===== src/rtl/core/assert_macros.svh =====
// Assertion macros used by the top level of the bag table.
`ifndef ASSERT_MACROS_SVH
`define ASSERT_MACROS_SVH

// Checked on every rising clock edge outside reset.
`define MSBT_ASSERT(name, clk, rst_n, prop) \
  name: assert property (@(posedge clk) disable iff (!(rst_n)) (prop)) \
    else $error("assertion failed");

// Checked on every rising clock edge, reset included.
`define MSBT_ASSERT_ALWAYS(name, clk, prop) \
  name: assert property (@(posedge clk) (prop)) \
    else $error("assertion failed");

`endif


===== src/rtl/core/msbt_pkg.sv =====
// Package with the request codes, status codes and result type of the bag table.
package msbt_pkg;

  localparam int unsigned DefBagDepth  = 32;
  localparam int unsigned DefValueBits = 32;
  localparam int unsigned ItemBits     = 32;
  localparam int unsigned CountBits    = 6;

  typedef enum logic [1:0] {
    OP_INSERT    = 2'd0,
    OP_ERASE_ONE = 2'd1,
    OP_ERASE_ALL = 2'd2,
    OP_COUNT     = 2'd3
  } op_e;

  typedef enum logic [1:0] {
    ST_DONE      = 2'd0,
    ST_NOT_FOUND = 2'd1,
    ST_FULL      = 2'd2
  } status_e;

  typedef struct packed {
    status_e              status;
    logic [CountBits-1:0] match_count;
    logic [CountBits-1:0] fill_level;
  } result_t;

endpackage


===== src/rtl/core/msbt_mem.sv =====
// Entry store: one write port and one read port with registered read data.
module msbt_mem #(
  parameter int unsigned DEPTH = 32,
  parameter int unsigned WIDTH = 32,
  parameter int unsigned AW    = $clog2(DEPTH)
) (
  input  logic             clk_i,
  input  logic             re_i,
  input  logic [AW-1:0]    raddr_i,
  output logic [WIDTH-1:0] rdata_o,
  input  logic             we_i,
  input  logic [AW-1:0]    waddr_i,
  input  logic [WIDTH-1:0] wdata_i
);

  logic [WIDTH-1:0] mem_q [DEPTH];

  always_ff @(posedge clk_i) begin
    if (we_i) begin
      mem_q[waddr_i] <= wdata_i;
    end
  end

  always_ff @(posedge clk_i) begin
    if (re_i) begin
      rdata_o <= mem_q[raddr_i];
    end
  end

endmodule


===== src/rtl/core/msbt_ctrl.sv =====
// Sequencer that runs insert directly and scans the store for erase and count.
module msbt_ctrl #(
  parameter int unsigned DEPTH = 32,
  parameter int unsigned SW    = 32,
  parameter int unsigned AW    = $clog2(DEPTH),
  parameter int unsigned CW    = $clog2(DEPTH + 1)
) (
  input  logic              clk_i,
  input  logic              rst_ni,
  input  logic              start_i,
  input  msbt_pkg::op_e     op_i,
  input  logic [SW-1:0]     value_i,
  output logic              idle_o,
  output logic              mem_re_o,
  output logic [AW-1:0]     mem_raddr_o,
  input  logic [SW-1:0]     mem_rdata_i,
  output logic              mem_we_o,
  output logic [AW-1:0]     mem_waddr_o,
  output logic [SW-1:0]     mem_wdata_o,
  output logic              res_valid_o,
  input  logic              res_ready_i,
  output msbt_pkg::result_t res_o
);
  import msbt_pkg::*;

  typedef enum logic [1:0] {
    S_IDLE,
    S_SCAN,
    S_FINISH
  } state_e;

  state_e        state_q;
  op_e           op_q;
  logic [SW-1:0] val_q;
  logic [CW-1:0] total_q;
  logic [CW-1:0] rd_idx_q;
  logic [CW-1:0] wr_idx_q;
  logic [CW-1:0] cnt_q;
  logic          pend_q;
  logic          removed_q;
  result_t       res_q;

  logic          full;
  logic          issue;
  logic          hit;
  logic          keep;
  logic          erase;
  logic          scan_end;
  logic [CW-1:0] new_total;

  always_comb begin
    full      = (total_q == CW'(DEPTH));
    issue     = (state_q == S_SCAN) && (rd_idx_q < total_q);
    hit       = pend_q && (mem_rdata_i == val_q);
    erase     = (op_q == OP_ERASE_ONE) || (op_q == OP_ERASE_ALL);
    // After the first copy is gone, erase-one keeps every later copy.
    keep      = !hit || ((op_q == OP_ERASE_ONE) && removed_q);
    scan_end  = (state_q == S_SCAN) && !issue && !pend_q;
    new_total = erase ? wr_idx_q : total_q;

    mem_re_o    = 1'b0;
    mem_raddr_o = rd_idx_q[AW-1:0];
    mem_we_o    = 1'b0;
    mem_waddr_o = wr_idx_q[AW-1:0];
    mem_wdata_o = mem_rdata_i;

    if (state_q == S_IDLE) begin
      if (start_i && (op_i == OP_INSERT) && !full) begin
        mem_we_o    = 1'b1;
        mem_waddr_o = total_q[AW-1:0];
        mem_wdata_o = value_i;
      end
    end else if (state_q == S_SCAN) begin
      mem_re_o = issue;
      // Compaction: surviving entries are written back below the read pointer.
      if (pend_q && erase && keep) begin
        mem_we_o = 1'b1;
      end
    end
  end

  always_ff @(posedge clk_i or negedge rst_ni) begin
    if (!rst_ni) begin
      state_q   <= S_IDLE;
      total_q   <= '0;
      pend_q    <= 1'b0;
      rd_idx_q  <= '0;
      wr_idx_q  <= '0;
      cnt_q     <= '0;
      removed_q <= 1'b0;
    end else begin
      case (state_q)
        S_IDLE: begin
          if (start_i) begin
            op_q      <= op_i;
            val_q     <= value_i;
            rd_idx_q  <= '0;
            wr_idx_q  <= '0;
            cnt_q     <= '0;
            removed_q <= 1'b0;
            pend_q    <= 1'b0;
            if (op_i == OP_INSERT) begin
              res_q.match_count <= '0;
              if (!full) begin
                total_q          <= CW'(total_q + 1'b1);
                res_q.status     <= ST_DONE;
                res_q.fill_level <= CountBits'(CW'(total_q + 1'b1));
              end else begin
                res_q.status     <= ST_FULL;
                res_q.fill_level <= CountBits'(total_q);
              end
              state_q <= S_FINISH;
            end else begin
              state_q <= S_SCAN;
            end
          end
        end
        S_SCAN: begin
          pend_q <= issue;
          if (issue) begin
            rd_idx_q <= CW'(rd_idx_q + 1'b1);
          end
          if (pend_q) begin
            if (erase) begin
              if (keep) begin
                wr_idx_q <= CW'(wr_idx_q + 1'b1);
              end else begin
                cnt_q     <= CW'(cnt_q + 1'b1);
                removed_q <= 1'b1;
              end
            end else if (hit) begin
              cnt_q <= CW'(cnt_q + 1'b1);
            end
          end
          if (scan_end) begin
            total_q <= new_total;
            if ((op_q == OP_ERASE_ONE) && (cnt_q == '0)) begin
              res_q.status <= ST_NOT_FOUND;
            end else begin
              res_q.status <= ST_DONE;
            end
            res_q.match_count <= CountBits'(cnt_q);
            res_q.fill_level  <= CountBits'(new_total);
            state_q           <= S_FINISH;
          end
        end
        S_FINISH: begin
          if (res_ready_i) begin
            state_q <= S_IDLE;
          end
        end
        default: begin
          state_q <= S_IDLE;
        end
      endcase
    end
  end

  assign idle_o      = (state_q == S_IDLE);
  assign res_valid_o = (state_q == S_FINISH);
  assign res_o       = res_q;

endmodule


===== src/rtl/core/multiset_bag_table.sv =====
// Top level of the fixed-capacity multiset bag table.
//
// This block keeps an unordered bag of up to BAG_DEPTH values in a single
// synchronous memory, with the fill level held in a register. Each request
// transfer carries an operation code (insert, erase one copy, erase all copies,
// count copies) and a value, and produces exactly one result transfer with a
// status, a match count and the fill level after the request. An insert into
// a bag that is not full writes its value at the end of the bag in the cycle
// the request is taken. Erase and count requests walk the stored entries
// through the memory's single read port, one entry per cycle; that sequential
// scan sets the rate of erase and count requests.
// Erase requests compact the bag during the same pass by writing each surviving
// entry back at a lower write pointer, so no separate move step is needed. The
// order of stored entries is not visible at the ports. A new request is taken
// once the previous result has moved into the output register, even while it
// still waits there. No clearing pass is needed after reset.
module multiset_bag_table #(
  parameter int unsigned BAG_DEPTH  = msbt_pkg::DefBagDepth,
  parameter int unsigned VALUE_BITS = msbt_pkg::DefValueBits
) (
  input  logic                          clk_i,
  input  logic                          rst_ni,
  input  logic                          in_valid_i,
  output logic                          in_ready_o,
  input  logic [1:0]                    req_type_i,
  input  logic [msbt_pkg::ItemBits-1:0] item_value_i,
  output logic                          out_valid_o,
  input  logic                          out_ready_i,
  output logic [1:0]                    status_o,
  output logic [msbt_pkg::CountBits-1:0] match_count_o,
  output logic [msbt_pkg::CountBits-1:0] fill_level_o
);
  import msbt_pkg::*;

`include "assert_macros.svh"

  // Stored values keep only the low bits of the item that the bag compares.
  localparam int unsigned SW = (VALUE_BITS < ItemBits) ? VALUE_BITS : ItemBits;
  localparam int unsigned AW = $clog2(BAG_DEPTH);
  localparam int unsigned CW = $clog2(BAG_DEPTH + 1);

  logic          start;
  logic          idle;
  logic          mem_re;
  logic [AW-1:0] mem_raddr;
  logic [SW-1:0] mem_rdata;
  logic          mem_we;
  logic [AW-1:0] mem_waddr;
  logic [SW-1:0] mem_wdata;
  logic          res_valid;
  logic          res_ready;
  result_t       res;

  logic          out_valid_q;
  result_t       out_res_q;

  // Requests are taken whenever the sequencer is free.
  assign in_ready_o = idle;
  assign start      = in_valid_i && in_ready_o;

  // The output register frees up in the same cycle its result is taken.
  assign res_ready = !out_valid_q || out_ready_i;

  msbt_ctrl #(
    .DEPTH(BAG_DEPTH),
    .SW   (SW),
    .AW   (AW),
    .CW   (CW)
  ) u_ctrl (
    .clk_i      (clk_i),
    .rst_ni     (rst_ni),
    .start_i    (start),
    .op_i       (op_e'(req_type_i)),
    .value_i    (item_value_i[SW-1:0]),
    .idle_o     (idle),
    .mem_re_o   (mem_re),
    .mem_raddr_o(mem_raddr),
    .mem_rdata_i(mem_rdata),
    .mem_we_o   (mem_we),
    .mem_waddr_o(mem_waddr),
    .mem_wdata_o(mem_wdata),
    .res_valid_o(res_valid),
    .res_ready_i(res_ready),
    .res_o      (res)
  );

  msbt_mem #(
    .DEPTH(BAG_DEPTH),
    .WIDTH(SW),
    .AW   (AW)
  ) u_mem (
    .clk_i  (clk_i),
    .re_i   (mem_re),
    .raddr_i(mem_raddr),
    .rdata_o(mem_rdata),
    .we_i   (mem_we),
    .waddr_i(mem_waddr),
    .wdata_i(mem_wdata)
  );

  // Output register: holds one finished result until it is transferred.
  always_ff @(posedge clk_i or negedge rst_ni) begin
    if (!rst_ni) begin
      out_valid_q <= 1'b0;
    end else if (res_valid && res_ready) begin
      out_valid_q <= 1'b1;
    end else if (out_ready_i) begin
      out_valid_q <= 1'b0;
    end
  end

  always_ff @(posedge clk_i) begin
    if (res_valid && res_ready) begin
      out_res_q <= res;
    end
  end

  assign out_valid_o   = out_valid_q;
  assign status_o      = 2'(out_res_q.status);
  assign match_count_o = out_res_q.match_count;
  assign fill_level_o  = out_res_q.fill_level;

  // A result blocked by a full output register stays pending in the sequencer.
  `MSBT_ASSERT(a_res_held, clk_i, rst_ni, (res_valid && !res_ready) |=> res_valid)
  // Once a request is taken the block is busy for at least the next cycle.
  `MSBT_ASSERT(a_busy_after_start, clk_i, rst_ni, start |=> !in_ready_o)
  // A failed erase-one never reports a removed copy.
  `MSBT_ASSERT(a_not_found_zero, clk_i, rst_ni,
    (out_valid_o && (status_o == ST_NOT_FOUND)) |-> (match_count_o == '0))
  // Reset leaves no result pending at the output.
  `MSBT_ASSERT_ALWAYS(a_reset_empty, clk_i, !rst_ni |-> !out_valid_o)

endmodule


===== config.mk =====
export PLATFORM = sky130hd
export DESIGN_NAME = multiset_bag_table
export DESIGN_NICKNAME = d
export VERILOG_FILES = /design/src/rtl/core/msbt_pkg.sv /design/src/rtl/core/msbt_mem.sv /design/src/rtl/core/msbt_ctrl.sv /design/src/rtl/core/multiset_bag_table.sv
export VERILOG_INCLUDE_DIRS = /design/src /design/src/rtl/core
export SDC_FILE = /design/constraint.sdc
export NUM_CORES = 1
export LEC_CHECK = 0
export BUFFER_PORTS_ARGS = -buffer_cell sky130_fd_sc_hd__buf_2
export CAP_MARGIN = 20
export CORE_UTILIZATION = 44
export CTS_CLUSTER_DIAMETER = 200
export DETAILED_ROUTE_END_ITERATION = 6
export SKIP_CTS_REPAIR_TIMING = 1
export SLEW_MARGIN = 20
export SYNTH_ARGS = -nofsm -noshare
export SYNTH_HDL_FRONTEND = slang
export SYNTH_SLANG_ARGS = --single-unit

===== constraint.sdc =====
create_clock -name clk_i -period 6.85 [get_ports clk_i]
set_input_delay 1.37 -clock clk_i [delete_from_list [all_inputs] [get_ports clk_i]]
set_output_delay 1.37 -clock clk_i [all_outputs]
set_load 0.01 [all_outputs]

==> results.py <==
metrics = {
    "run_status": {
        "status": "complete, no violations",
    },
    "clock_tree": {
        "cts_num_sinks": 1147,
        "numCtsBuffers": 113,
        "clock_path_buffers": 3,
        "clk_pin_slew_worst_paths_ns": 0.06,
        "cts_root_buf": "clkbuf_16",
        "htreeDepth": 3,
        "clk_latency_ns": 0.69,
        "cts_tree": "yes",
    },
    "yosys": {
        "synth_xor_area_share_pct": 0.609,
        "ys.flop_type": "edfxtp_1",
        "netlist_instances": 1929,
        "ys_warn_count": 0,
        "synth_area_um2": 44600,
        "synthMuxAreaShare_pct": 17.9,
        "yosysUniqueCellTypes": 56,
        "syn_avg_cell_area_um2": 23.1,
        "synth_edf_count": 1118,
        "synthAdderAreaFrac_pct": 0.337,
        "syn-num-nets": 1979,
        "synth_top_family_by_area": "multiplexers",
        "synthSimpleGateAreaFrac_pct": 1.89,
        "synth_compound_area_share_pct": 1.04,
        "async_flop_share_pct": 2.53,
        "synth-seq-area-share_pct": 77.0,
        "ys_ff_latch": 1147,
    },
    "setup_path": {
        "reg2reg_slack_ns": 2.59,
        "path_max_fanout": 43,
        "startpoint_type": "input port",
        "crit_arrival_ns": 4.69,
        "r2r-end": "u_mem.mem_q[17][7]$_DFFE_PP_",
        "critPathKind": "input port to register",
        "rr_worst_depth": 8,
        "critPathRequiredTime_ns": 7.22,
        "end_kind": "register",
        "reg2reg_from": "u_mem.rdata_o[27]$_DFFE_PP_",
        "setup.worst_path.start": "in_valid_i",
    },
    "global_routing": {
        "grt_pass1_vias": 20400,
        "grt_usage_pct": 19.4,
        "grt-ovfl-total": 0,
        "antenna_found_initial": 7,
        "grt_pass1_wl_um": 144000,
        "grt_start_max_net_pins": 131,
    },
    "sta": {
        "relSlewSlack_pct": 26.4,
        "finalSetupViolations": 0,
        "finalHoldViolations": 0,
        "fin_crit_sh_pct": 63.0,
        "fin_worst_skew_ns": 0.0480,
        "slew_viol_final": 0,
        "tns_ns": 0,
        "min_period_ns": 4.31,
        "timing.fmax_mhz": 232,
        "tightest_slew_ns": 1.10,
        "rsz0062_at_grt": "false",
    },
    "min_path": {
        "hold_path_end": "match_count_o[3]$_DFFE_PP_",
        "worstHoldPathCells": 0,
        "holdCritStartpoint": "u_ctrl.res_o[9]$_SDFFCE_PN0P_",
        "hold_path_class": "register to register",
    },
    "floorplanning": {
        "initial_core_util_pct": 44.4,
        "die_height_um": 320,
        "pin_count": 54,
        "rows": 116,
        "die_x_um": 320,
        "core_um2": 100000,
        "dieArea_um2": 103000,
    },
    "routing": {
        "drt_pass1_iterations": 5,
        "viasPerCell": 5.71,
        "drt-initial-drc-count": 2001,
        "vias": 20000,
        "wl_per_cell_um": 28.2,
        "wl_um": 98500,
        "drcViolationCount": 0,
        "ant_nets": 0,
    },
    "place": {
        "dpl.hpwl_um": 61600,
        "gp_congestion": 0.813,
        "placed_cell_area_um2": 46700,
        "port_buffers": 53,
    },
    "cells_and_area": {
        "syn2layout_area_growth_pct": 14.1,
        "n_fill_cell": 7724,
        "drive_gt1_share_pct": 32.9,
        "final_area_um2": 50800,
        "final_nets": 2093,
    },
    "pwr": {
        "irDropWorstVdd_mv": 0.357,
        "leakage_nw": 15.7,
        "powerDensity_nw_per_um2": 437,
    },
    "job": {
        "cap_violations": 0,
    },
}
power by group:
group          total, W  switching [W]  internal [W]
logic           0.00615        0.00363       0.00252
clock network   0.00630        0.00261       0.00369
registers       0.00975       0.000449       0.00930
final cells by class:
type	count	area, um2	area share (%)
Multi-Input combinational cell	669	10000	19.7
Sequential cell	1147	34300	67.5
Tap cell	1357	1700	3.34
Antenna cell	1	2.50	0.00492
Clock inverter	75	833	1.64
Inverter	19	71.3	0.140
Timing Repair Buffer	93	948	1.87
Clock buffer	135	2960	5.83
state kept, by name, indices dropped and copies added (netlist names), 14 cells and up:
name	flops
u_mem.mem_q	1024
u_ctrl.val_q	32
u_mem.rdata_o	32
u_ctrl.res_o	14
critical path, stage by stage:
cell      delay [ns]
buf_2           0.10
or3b_1          0.52
a211oi_4        0.40
buf_4           0.56
nand3_1         0.15
o31ai_1         0.12
nand2_1         0.29
nor2_4          0.84
buf_4           0.31
cells by family (layout without fill, tap and decap cells):
| family | Yosys count | after routing |
|---|---|---|
| adder cells (fa/ha/maj) | 12 | 12 |
| XOR/XNOR | 31 | 31 |
| multiplexers | 390 | 390 |
| AND/OR/NAND/NOR | 168 | 168 |
| buffers and inverters | 113 | 322 |
| AO/OA/AOI/OAI | 68 | 68 |
| flip-flops | 1147 | 1147 |
| other | 0 | 1 |
metrics by stage:
step / hold slack (ns) / total power (W) / instances / util [%] / worst slack (ns)
floorplan: 0.400 / 0.0138 / 1929 / - / 2.27
global placement: 0.402 / 0.0161 / 3258 / 46.4 / 1.81
detailed placement: 0.405 / 0.0162 / 3266 / 46.5 / 1.86
CTS: 0.418 / 0.0225 / 3476 / 50.3 / 2.56
global route: 0.422 / 0.0230 / 3495 / 50.7 / 2.29
finish: 0.417 / 0.0222 / 3496 / 50.7 / 2.54
per-layer routing:
layer  vias up  share of wire (%)  track usage, %
met5         -                  0               0
met4         0                1.9            4.42
met3       121                5.2            2.70
met2       625                 53            34.1
met1     10800                 40            25.6
li1       8418                  -               -
synthesized netlist by cell type, drive strengths merged (12+ instances only):
cell	count	area share, %
xnor2	30	0.59
nor2	54	0.45
nand3	21	0.24
inv	19	0.16
nand2	35	0.29
clkbuf	41	0.35
ha	12	0.34
o21ai	17	0.19
edfxtp	1118	75
buf	53	0.73
a21oi	14	0.17
mux2	69	1.7
dfrtp	29	1.6
mux4	320	16
worst max path at each step:
stage	to	slack [ns]	depth (start not counted)
after floorplan	u_mem.mem_q[20][0]$_DFFE_PP_	2.27	9
after global placement	u_mem.mem_q[16][7]$_DFFE_PP_	1.81	8
after detailed placement	u_mem.mem_q[27][10]$_DFFE_PP_	1.86	7
after CTS	u_mem.mem_q[27][26]$_DFFE_PP_	2.56	7
after global routing	u_mem.mem_q[2][17]$_DFFE_PP_	2.29	9
final	u_mem.mem_q[2][17]$_DFFE_PP_	2.54	9
placed cells by master, fill, tap and decap left out, drive strengths merged, types with 17 or more instances in the layout:
master,netlist,final
inv,19,21
edfxtp,1118,1118
o21ai,17,17
clkinv,0,53
clkbuf,41,135
nor2,54,54
mux4,320,320
nand2,35,35
mux2,69,69
xnor2,30,30
buf,53,93
nand3,21,21
dfrtp,29,29
No activity file was read; power rests on OpenSTA's default activity.
